File: config.mk
export PLATFORM = sky130hd
export DESIGN_NAME = autobaud_printable_scorer
export DESIGN_NICKNAME = d
export VERILOG_FILES = /design/src/hw/rtl/apscr_pkg.sv /design/src/hw/rtl/autobaud_printable_scorer.sv
export SDC_FILE = /design/constraint.sdc
export NUM_CORES = 1
export LEC_CHECK = 0
export ABC_AREA = 1
export BUFFER_PORTS_ARGS = -buffer_cell sky130_fd_sc_hd__buf_2
export CAP_MARGIN = 40
export CELL_PAD_IN_SITES_DETAIL_PLACEMENT = 0
export CELL_PAD_IN_SITES_GLOBAL_PLACEMENT = 1
export CORE_ASPECT_RATIO = 0.8
export CORE_UTILIZATION = 40
export CTS_CLUSTER_SIZE = 28
export DETAILED_ROUTE_END_ITERATION = 6
export PLACE_DENSITY_LB_ADDON = 0.1
export SYNTH_ARGS = -nofsm -noshare
export SYNTH_HDL_FRONTEND = slang
export SYNTH_SLANG_ARGS = --single-unit
File: constraint.sdc
create_clock -name i_clk -period 5.12 [get_ports i_clk]
set_clock_uncertainty 0.2 [all_clocks]
set_input_delay 1.28 -clock i_clk [delete_from_list [all_inputs] [get_ports i_clk]]
set_output_delay 1.28 -clock i_clk [all_outputs]
set_load 0.02 [all_outputs]
File: src/hw/rtl/apscr_pkg.sv
// Shared types, constants and lookup functions for the autobaud printable scorer.
package apscr_pkg;

    localparam int BAUD_W   = 22;
    localparam int SCORE_W  = 18;
    localparam int CNT_W    = 10;
    localparam int NUM_CANDS = 8;
    localparam int IDX_W    = 3;

    // Per-window byte cap (16..1023, must fit CNT_W).
    localparam logic [CNT_W-1:0] BYTE_CAP  = 10'd512;
    localparam logic [CNT_W-1:0] MIN_BYTES = 10'd16;
    localparam logic [CNT_W-1:0] FULL_BYTES = 10'd256;

    localparam logic [BAUD_W-1:0]  DEFAULT_BAUD   = 22'd115200;
    localparam logic [SCORE_W-1:0] SCORE_MINUS_ONE = 18'h30000;

    // Request kinds carried in tuser.
    localparam logic [1:0] REQ_BYTE  = 2'd0;
    localparam logic [1:0] REQ_END   = 2'd1;
    localparam logic [1:0] REQ_START = 2'd2;

    typedef logic [BAUD_W-1:0] t_baud;

    function automatic t_baud cand_baud(input logic [IDX_W-1:0] idx);
        t_baud b;
        case (idx)
            3'd0:    b = 22'd115200;
            3'd1:    b = 22'd57600;
            3'd2:    b = 22'd38400;
            3'd3:    b = 22'd19200;
            3'd4:    b = 22'd9600;
            3'd5:    b = 22'd230400;
            3'd6:    b = 22'd460800;
            default: b = 22'd921600;
        endcase
        return b;
    endfunction

    // CR, LF, TAB, or 0x20..0x7E.
    function automatic logic is_printable(input logic [7:0] v);
        return (v == 8'h0D) || (v == 8'h0A) || (v == 8'h09) ||
               ((v >= 8'h20) && (v <= 8'h7E));
    endfunction

endpackage

File: src/hw/rtl/autobaud_printable_scorer.sv
// Autobaud scorer: counts window bytes, scores each candidate baud, picks the best.
//
// A start request (tuser = 2) restarts the scan and immediately offers the
// first candidate baud, 115200. Byte requests (tuser = 0, byte in tdata) are
// counted as they arrive: total, zero bytes and printable bytes (CR, LF, TAB,
// 0x20..0x7E); bytes past the per-window cap are dropped. A window-end
// request (tuser = 1) scores the window in Q16 as
// (printable*min(total,256) - 64*zeros)*256/total, truncated toward zero, or
// -1.0 if fewer than 16 bytes arrived, keeps the strictly best score and
// offers the next candidate; after the eighth window tlast is set and tdata
// carries the chosen baud (the fallback baud, latched at start, if no window
// beat -1.0). Start and byte requests are handled as they are accepted. A
// window end with at least 16 bytes goes through the count product on the
// multiplier, the signed numerator, the shared shift-subtract divider (one
// quotient bit per cycle) and a final step that updates the best score and
// loads the output register once it is free. A short window goes straight
// to the final step. The input side stalls while the sequencer is busy, and
// while an unread result sits in the output register. Byte, window-end or
// unused requests outside a scan are dropped without a result. Fallback baud
// writes are taken every cycle and apply at the next start; zero means 115200.
module autobaud_printable_scorer
    import apscr_pkg::*;
(
    input  logic                      i_clk,
    input  logic                      i_rst_n,
    // Fallback baud write channel
    input  logic                      i_cfg_valid,
    output logic                      o_cfg_ready,
    input  logic [BAUD_W-1:0]         i_cfg_data,
    // Request stream
    input  logic                      s_axis_tvalid,
    output logic                      s_axis_tready,
    input  logic [7:0]                s_axis_tdata,   // [7:0] rx_byte
    input  logic [1:0]                s_axis_tuser,   // [1:0] req_type
    // Result stream
    output logic                      m_axis_tvalid,
    input  logic                      m_axis_tready,
    output logic [BAUD_W+SCORE_W-1:0] m_axis_tdata,   // [21:0] set_baud, [39:22] window_score
    output logic                      m_axis_tlast    // scan_done
);

    localparam logic [2:0] S_IDLE = 3'd0;
    localparam logic [2:0] S_MUL  = 3'd1;
    localparam logic [2:0] S_PREP = 3'd2;
    localparam logic [2:0] S_DIV  = 3'd3;
    localparam logic [2:0] S_FIN  = 3'd4;

    localparam int DVD_W = 26;   // 18-bit numerator magnitude, times 256
    localparam int MAG_W = 18;
    localparam int PROD_W = 19;
    localparam logic [4:0] DIV_LAST = 5'd25;

    logic [2:0]          r_state, n_state;
    logic [BAUD_W-1:0]   r_fallback;
    logic                r_scanning;
    logic [IDX_W-1:0]    r_idx;
    logic [CNT_W-1:0]    r_total, r_print, r_zero;
    logic signed [SCORE_W-1:0] r_best;
    logic [BAUD_W-1:0]   r_best_baud;

    // Score datapath
    logic [PROD_W-1:0]   r_prod;
    logic                r_neg;
    logic [CNT_W-1:0]    r_rem;
    logic [DVD_W-1:0]    r_dvd;
    logic [4:0]          r_cnt;
    logic signed [SCORE_W-1:0] r_score;

    // Output register
    logic                r_out_valid;
    logic [BAUD_W-1:0]   r_out_baud;
    logic [SCORE_W-1:0]  r_out_score;
    logic                r_out_done;

    logic                w_out_free;
    logic                w_accept;
    logic [8:0]          w_m;
    logic signed [PROD_W:0] w_diff;
    logic [PROD_W:0]     w_abs;
    logic [CNT_W:0]      w_trial;
    logic                w_ge;
    logic [CNT_W:0]      w_sub;
    logic [SCORE_W-1:0]  w_q;
    logic                w_better;
    logic [BAUD_W-1:0]   w_best_baud;
    logic                w_last;

    assign o_cfg_ready   = 1'b1;
    assign w_out_free    = !r_out_valid || m_axis_tready;
    assign s_axis_tready = (r_state == S_IDLE) && w_out_free;
    assign w_accept      = s_axis_tvalid && s_axis_tready;

    assign m_axis_tvalid = r_out_valid;
    assign m_axis_tdata  = {r_out_score, r_out_baud};
    assign m_axis_tlast  = r_out_done;

    // Window weight min(total,256)
    assign w_m = (r_total < FULL_BYTES) ? r_total[8:0] : 9'd256;

    // Signed numerator (before the *256) and its magnitude
    assign w_diff = $signed({1'b0, r_prod}) -
                    $signed({{(PROD_W-CNT_W-5){1'b0}}, r_zero, 6'b0});
    assign w_abs  = w_diff[PROD_W] ? (PROD_W+1)'(0) - w_diff : w_diff;

    // One restoring-division step
    assign w_trial = {r_rem, r_dvd[DVD_W-1]};
    assign w_ge    = w_trial >= {1'b0, r_total};
    assign w_sub   = w_trial - {1'b0, r_total};

    // Quotient including the bit decided in the current step
    assign w_q = {r_dvd[SCORE_W-2:0], w_ge};

    assign w_better    = r_score > r_best;
    assign w_best_baud = w_better ? cand_baud(r_idx) : r_best_baud;
    assign w_last      = (r_idx == IDX_W'(NUM_CANDS - 1));

    always_comb begin
        n_state = r_state;
        unique case (r_state)
            S_IDLE: begin
                if (w_accept && r_scanning && (s_axis_tuser == REQ_END)) begin
                    n_state = (r_total < MIN_BYTES) ? S_FIN : S_MUL;
                end
            end
            S_MUL:  n_state = S_PREP;
            S_PREP: n_state = S_DIV;
            S_DIV: begin
                if (r_cnt == DIV_LAST) begin
                    n_state = S_FIN;
                end
            end
            S_FIN: begin
                if (w_out_free) begin
                    n_state = S_IDLE;
                end
            end
            default: n_state = S_IDLE;
        endcase
    end

    always_ff @(posedge i_clk) begin
        if (!i_rst_n) begin
            r_state     <= S_IDLE;
            r_fallback  <= DEFAULT_BAUD;
            r_scanning  <= 1'b0;
            r_idx       <= '0;
            r_total     <= '0;
            r_print     <= '0;
            r_zero      <= '0;
            r_best      <= SCORE_MINUS_ONE;
            r_best_baud <= DEFAULT_BAUD;
            r_out_valid <= 1'b0;
        end else begin
            r_state <= n_state;

            if (i_cfg_valid) begin
                r_fallback <= i_cfg_data;
            end

            // load on start or window result, else drain on handshake
            if ((w_accept && (s_axis_tuser == REQ_START)) ||
                ((r_state == S_FIN) && w_out_free)) begin
                r_out_valid <= 1'b1;
            end else if (m_axis_tready) begin
                r_out_valid <= 1'b0;
            end

            if (w_accept) begin
                if (s_axis_tuser == REQ_START) begin
                    r_scanning  <= 1'b1;
                    r_idx       <= '0;
                    r_total     <= '0;
                    r_print     <= '0;
                    r_zero      <= '0;
                    r_best      <= SCORE_MINUS_ONE;
                    r_best_baud <= (r_fallback == '0) ? DEFAULT_BAUD : r_fallback;
                    r_out_baud  <= cand_baud('0);
                    r_out_score <= '0;
                    r_out_done  <= 1'b0;
                end else if (r_scanning && (s_axis_tuser == REQ_BYTE)) begin
                    if (r_total < BYTE_CAP) begin
                        r_total <= r_total + 1'b1;
                        if (s_axis_tdata == 8'h00) begin
                            r_zero <= r_zero + 1'b1;
                        end
                        if (is_printable(s_axis_tdata)) begin
                            r_print <= r_print + 1'b1;
                        end
                    end
                end
            end

            if ((r_state == S_FIN) && w_out_free) begin
                if (w_better) begin
                    r_best <= r_score;
                end
                r_best_baud <= w_best_baud;
                r_total     <= '0;
                r_print     <= '0;
                r_zero      <= '0;
                r_out_score <= r_score;
                if (w_last) begin
                    r_scanning <= 1'b0;
                    r_idx      <= '0;
                    r_out_baud <= w_best_baud;
                    r_out_done <= 1'b1;
                end else begin
                    r_idx      <= r_idx + 1'b1;
                    r_out_baud <= cand_baud(r_idx + 1'b1);
                    r_out_done <= 1'b0;
                end
            end
        end
    end

    // Score datapath: multiplier, numerator, shared shift-subtract divider
    always_ff @(posedge i_clk) begin
        unique case (r_state)
            S_IDLE: begin
                // short window scores -1.0 without the divider
                if (w_accept && r_scanning && (s_axis_tuser == REQ_END)) begin
                    r_score <= SCORE_MINUS_ONE;
                end
            end
            S_MUL: begin
                r_prod <= PROD_W'(r_print * w_m);
            end
            S_PREP: begin
                r_neg <= w_diff[PROD_W];
                r_dvd <= {w_abs[MAG_W-1:0], 8'b0};
                r_rem <= '0;
                r_cnt <= '0;
            end
            S_DIV: begin
                r_rem <= w_ge ? w_sub[CNT_W-1:0] : w_trial[CNT_W-1:0];
                r_dvd <= {r_dvd[DVD_W-2:0], w_ge};
                r_cnt <= r_cnt + 1'b1;
                if (r_cnt == DIV_LAST) begin
                    r_score <= r_neg ? -$signed(w_q) : $signed(w_q);
                end
            end
            default: begin
            end
        endcase
    end

    // Sequencer only takes requests when idle
    a_ready_idle: assert property (@(posedge i_clk) disable iff (!i_rst_n)
        s_axis_tready |-> (r_state == S_IDLE))
        else $error("request taken while sequencer busy");

    // Counters never pass the cap and subsets never pass the total
    a_counts: assert property (@(posedge i_clk) disable iff (!i_rst_n)
        (r_total <= BYTE_CAP) && (r_print <= r_total) && (r_zero <= r_total))
        else $error("window counters inconsistent");

    // Final selection ends the scan
    a_done_idle: assert property (@(posedge i_clk) disable iff (!i_rst_n)
        (r_state == S_FIN) && w_out_free && w_last |=> !r_scanning && m_axis_tlast)
        else $error("final result without scan end");

    // Outside a scan a window end must not start scoring
    a_no_score_idle: assert property (@(posedge i_clk) disable iff (!i_rst_n)
        !r_scanning && (r_state == S_IDLE) |=> (r_state == S_IDLE))
        else $error("scoring started outside a scan");

endmodule
**Word level (Yosys, flattened, before mapping)**

Index checks and enable logic that the tools add are counted.

- $add $sub $neg: 9
- Multiply operators: 1
- Order comparisons: 7
- Eq/ne operators: 26
- Multiplexer cells: 58
- Bitwise gates (word level): 1
- Reduce and logical (&&, ||, !) cells: 37

Operator list:

| kind | count |
|---|---|
| $pmux 20 s7 | 2 |
| $mux 18 | 11 |
| $mux 22 | 9 |
| $mux 10 | 12 |
| $pmux 26 s2 | 1 |
| $pmux 18 s2 | 1 |
| $add 10x1->10 const B | 3 |
| $eq 3x3->1 const B | 8 |
| $eq 8x4->1 const B | 3 |
| $mux 3 | 8 |
| $logic_not 22->1 | 1 |
| $pmux 10 s2 | 1 |
| $sub 19x16->20 | 1 |
| $mul 10x9->19 | 1 |
| $eq 3x2->1 const B | 6 |
| $gt 18x18->1 | 1 |
| $neg 18->18 | 1 |
| $reduce_bool 2->1 | 9 |
| $sub 1x18->18 const A | 1 |
| $pmux 3 s5 | 1 |
| $reduce_and 3->1 | 4 |
| $ge 11x10->1 | 1 |
| $lt 10x10->1 const B | 1 |
| $lt 10x5->1 const B | 1 |
| other kinds (25) | 51 |

- Flip-flop bits (word level): 220
- Input bits: 37
- Output and inout bits: 44
- Logic and storage cells: 158

**Depth between registers and ports, before layout**

- Depth in word-level cells: 8
- Depth in mapped cells: 25
- Depth with buffers taken out: 24

**Worst setup path before layout**

Ideal clock, no wire load.

- Kind: register to register
- Start: register r_total[8]
- End: register r_prod[14] (data pin)
- Library setup time: 0.259 ns
- Data arrival time: 4.758 ns
- Required time: 4.661 ns
- Setup slack: -0.097 ns
- Stages on the path, launching flop included: 21
- Buffers on the path: 1
- Period minus slack after synthesis: 5.217 ns
- Path through: dfxtp_1 > nor2_1 > inv_1 > clkbuf_1 > nor2_2 > nand2_1 > fa_1 > inv_1 > fa_1 > inv_1 > fa_1 > fa_1 > inv_1 > ha_1 > nand2_1 > o21ai_0 > a31oi_1 > o21ai_0 > nand2_1 > nand2_1 > xor2_1

- Longest elaborated chain between the ends: 3

Ends and longest elaborated chain:

| what | RTL line | source |
|---|---|---|
| start, declared | autobaud_printable_scorer.sv:57 | `logic [CNT_W-1:0] r_total, r_print, r_zero;` |
| start signal, assigned | autobaud_printable_scorer.sv:182 | `r_total <= r_total + 1'b1;` |
| $lt 10x9->1 | autobaud_printable_scorer.sv:98 | `assign w_m = (r_total < FULL_BYTES) ? r_total[8:0] : 9'd256;` |
| $mux 9 * | autobaud_printable_scorer.sv:98 |  |
| $mul 10x9->19 * | autobaud_printable_scorer.sv:226 | `r_prod <= PROD_W'(r_print * w_m);` |
| end signal, assigned | autobaud_printable_scorer.sv:226 |  |
| end, declared | autobaud_printable_scorer.sv:62 | `logic [PROD_W-1:0] r_prod;` |

Every way passes the cells marked *; elsewhere a longest branch is shown, timed or not.
A chain may end at the register's enable or synchronous reset.

**Worst setup path after layout**

- Start: register r_total[9]
- End: register r_prod[18] (data pin)

- Longest elaborated chain between the ends: 3

Ends and longest elaborated chain:

| what | RTL line |
|---|---|
| $lt 10x9->1 | autobaud_printable_scorer.sv:98 |
| $mux 9 | autobaud_printable_scorer.sv:98 |
| $mul 10x9->19 | autobaud_printable_scorer.sv:226 |

No other way between the ends.

==> metrics.md <==
| Metric | Value |
|---|---|
| Final ANT Viol Nets | 0 |
| Core Rows | 62 |
| Worst EP arrival | 5.01 ns |
| HP Class | flip-flop to flip-flop |
| Layout area overhead | 14.3% |
| Number of synthesis warnings | 0 |
| Fin. max-slew vios | 0 |
| Final hold slack | 0.255 ns |
| Fin crit share | 0.963 |
| Grt total ovfl | 0 |
| FF-to-FF setup slack | 0.19 ns |
| Core Footprint | 36,100 um^2 |
| Grt met2 use | 0.332 |
| Remaining DRCs | 0 |
| PwrDens | 237 nW/um^2 |
| Startpoint types | flip-flop |
| Final Hold Viols | 0 |
| Mean Syn Cell Area | 7.81 um^2 |
| Setup-failing EPs final | 0 |
| Final Routed Wirelength | 38,200 um |
| Cell Area, Synth | 14,800 um^2 |
| Grt met1 use | 0.298 |
| Global-route wire length before repair | 62,800 um |
| Number of DRC markers in iteration 0 | 734 |
| Initial antenna violation count | 0 |
| Routed len/inst | 15.4 um |
| Initial Util | 0.409 |
| Crit end category | flip-flop |
| Top cells by area, synth | edfxtp_1 24%, dfxtp_1 14%, nand2_1 10% |
| Number of global-route vias before repair | 12,000 |
| First drt pass iteration count | 7 |
| Peak Freq | 203 MHz |
| GP Congestion | 0.838 |
| Filler cell count | 3,664 |
| Share of cells above drive strength 1 | 0.118 |
| Nets@finish | 2,169 |
| Total CTS buffers | 25 |
| EDFF count, synth | 120 |
| IO Port Bufs | 79 |
| H-tree levels | 1 |
| Place WS | -0.00977 ns |
| WP data required | 5.20 ns |
| Worst-case clock buffer depth | 3 |
| Pleak | 7.51 nW |
| Top FF cell, synth | edfxtp_1 |
| Max cap viols | 0 |
| Clk sinks | 220 |
| Die H | 174 um |
| Seq/Total Area, Yosys | 0.380 |
| Antenna Cells | 0 |
| Die area | 37,700 um^2 |
| GRT Total Usage | 0.207 |
| Slew headroom | 0.433 |
| Most common cell after layout, fill and taps aside | nand2_1 |
| Most frequent cells in the layout | 407 x nand2_1, 291 x inv_1, 217 x nor2_1 |
| Die W | 217 um |
| Vias | 12,400 |
| Number of primary I/O pins | 81 |
| Status | complete, no violations |
| Pwr Total | 0.00400 W |
| Post-Layout Cell Count | 2,482 |
| Setup ws final | 0.189 ns |
| Post-DP HPWL | 28,400 um |
| Inst Count DP | 2,431 |
| Post-synthesis cell type count | 52 |
| WS Path Type | flip-flop to flip-flop |
| Worst slew pin tran | 0.849 ns |
| Global Route met3 Usage | 0.0240 |
| Cells after synthesis | 1,890 |
| Mapped Nets | 2,076 |
| Peak VDD IR | 270 uV |
| Yosys top cell by area | edfxtp_1 |
| Worst-path clk slew | 0.06 ns |
| Largest net degree at the start of global routing | 43 |
| Async SR Flop Fraction | 0 |
| Critical path fanouts, max | 8 |
| CTS tree | yes |
| Gr busiest metal | met2 |
| Via/cell ratio | 4.99 |
| Flops & latches, synth | 220 |
| Clock Latency Late Sink | 0.56 ns |
| CTS root buf | clkbuf_16 |
| Final critical-path required period | 4.93 ns |
| Synth top area share | 0.244 |
## routing by layer
layer / wire length [um] / vias up
met5: 0 / -
met4: 831 / 0
met3: 1380 / 45
met2: 16800 / 203
met1: 19200 / 5849
li1: - / 6279
## power breakdown
| group | internal, W | switching [W] | total (W) | leakage, nW |
|---|---|---|---|---|
| clock network | 0.00116 | 0.000768 | 0.00192 | 0.429 |
| logic | 0.0000557 | 0.000132 | 0.000188 | 5.19 |
| registers | 0.00187 | 0.0000174 | 0.00189 | 1.89 |
## cell type report
class | count | area [um^2] | area share
clock inverters | 8 | 131 | 0.00778
well taps | 480 | 601 | 0.0356
flip-flops and latches | 220 | 5610 | 0.332
inverters | 313 | 1200 | 0.0711
clock buffers | 38 | 744 | 0.0441
multi-input cells | 1304 | 7900 | 0.468
repair buffers | 119 | 697 | 0.0413
## cell usage after synthesis (2+ instances only)
library cell / instances
a21oi_1: 120
dfxtp_1: 100
nand2_2: 5
nand4_1: 33
nor3_1: 27
nand3_2: 3
buf_1: 4
ha_1: 90
nand3_4: 2
xor2_1: 33
clkbuf_1: 32
o22ai_1: 4
clkinv_1: 7
o21a_1: 4
or2_2: 3
o21ai_0: 72
inv_1: 295
o21bai_1: 2
nand2_4: 3
nor2_2: 7
nor4_1: 10
edfxtp_1: 120
a211oi_1: 4
nand3_1: 122
buf_6: 2
and2_1: 3
a21o_1: 4
nor2_1: 233
a31oi_1: 8
nand2_1: 407
buf_2: 10
o21ai_1: 13
o211ai_1: 2
nor2_4: 4
buf_4: 5
xnor2_1: 11
inv_2: 10
fa_1: 59
nand3b_1: 4
## repair_timing
action	in CTS	in global routing
setup buffers	0	5
endpoints found under the setup margin	1	7
gates cloned	0	0
gates resized for setup	3	44
hold buffers	0	0
pin swaps	0	5
## worst max-delay path: stages, from the launching register on
cell	delay [ns]
dfxtp_1	0.32
nor2_2	0.18
clkinvlp_4	0.12
buf_4	0.18
nor2_2	0.10
bufinv_8	0.21
nor2_2	0.10
fa_1	0.44
fa_1	0.47
fa_1	0.55
inv_1	0.06
fa_1	0.53
inv_1	0.04
ha_2	0.32
a21o_1	0.18
nand3_1	0.07
nand2_1	0.05
nand3_1	0.08
nand3_2	0.09
nand2_1	0.07
nand2_1	0.04
nand2_1	0.05
nand2_1	0.06
xor2_1	0.14
## through the flow
stage                     cell area, um^2  TNS [ns]  utilization
after global placement              15800         0        0.437
after global routing                16900    -0.150        0.467
final                               16900         0        0.467
after floorplan                     14800         0            -
after detailed placement            15800  -0.00977        0.437
after CTS                           16700         0        0.462
## state kept, by name, summed over array words and instances (netlist names)
signal	flops
r_zero	10
r_out_score	18
r_score	18
r_dvd	26
r_best_baud	22
m_axis_tlast	1
r_state	3
r_neg	1
r_rem	10
r_out_baud	22
r_idx	3
r_total	10
m_axis_tvalid	1
r_prod	19
r_scanning	1
r_print	10
r_fallback	22
r_cnt	5
r_best	18
## logic make-up after synthesis
logic type,Yosys count,synth area share
other,1,0.000254
XOR/XNOR,44,0.0261
AND/OR/NAND/NOR,871,0.255
adder cells (fa/ha/maj),149,0.156
flip-flops,220,0.380
AO/OA/AOI/OAI,239,0.0867
buffers and inverters,366,0.0963
## final timing paths
kind,from,endpoint,cells past startpoint
max,r_total[9],r_prod[18],23
min,r_best_baud[20],r_best_baud[20],2
max reg2reg,r_total[9],r_prod[18],23
min reg2reg,r_best_baud[20],r_best_baud[20],2
No activity file was read; power rests on OpenSTA's default activity.
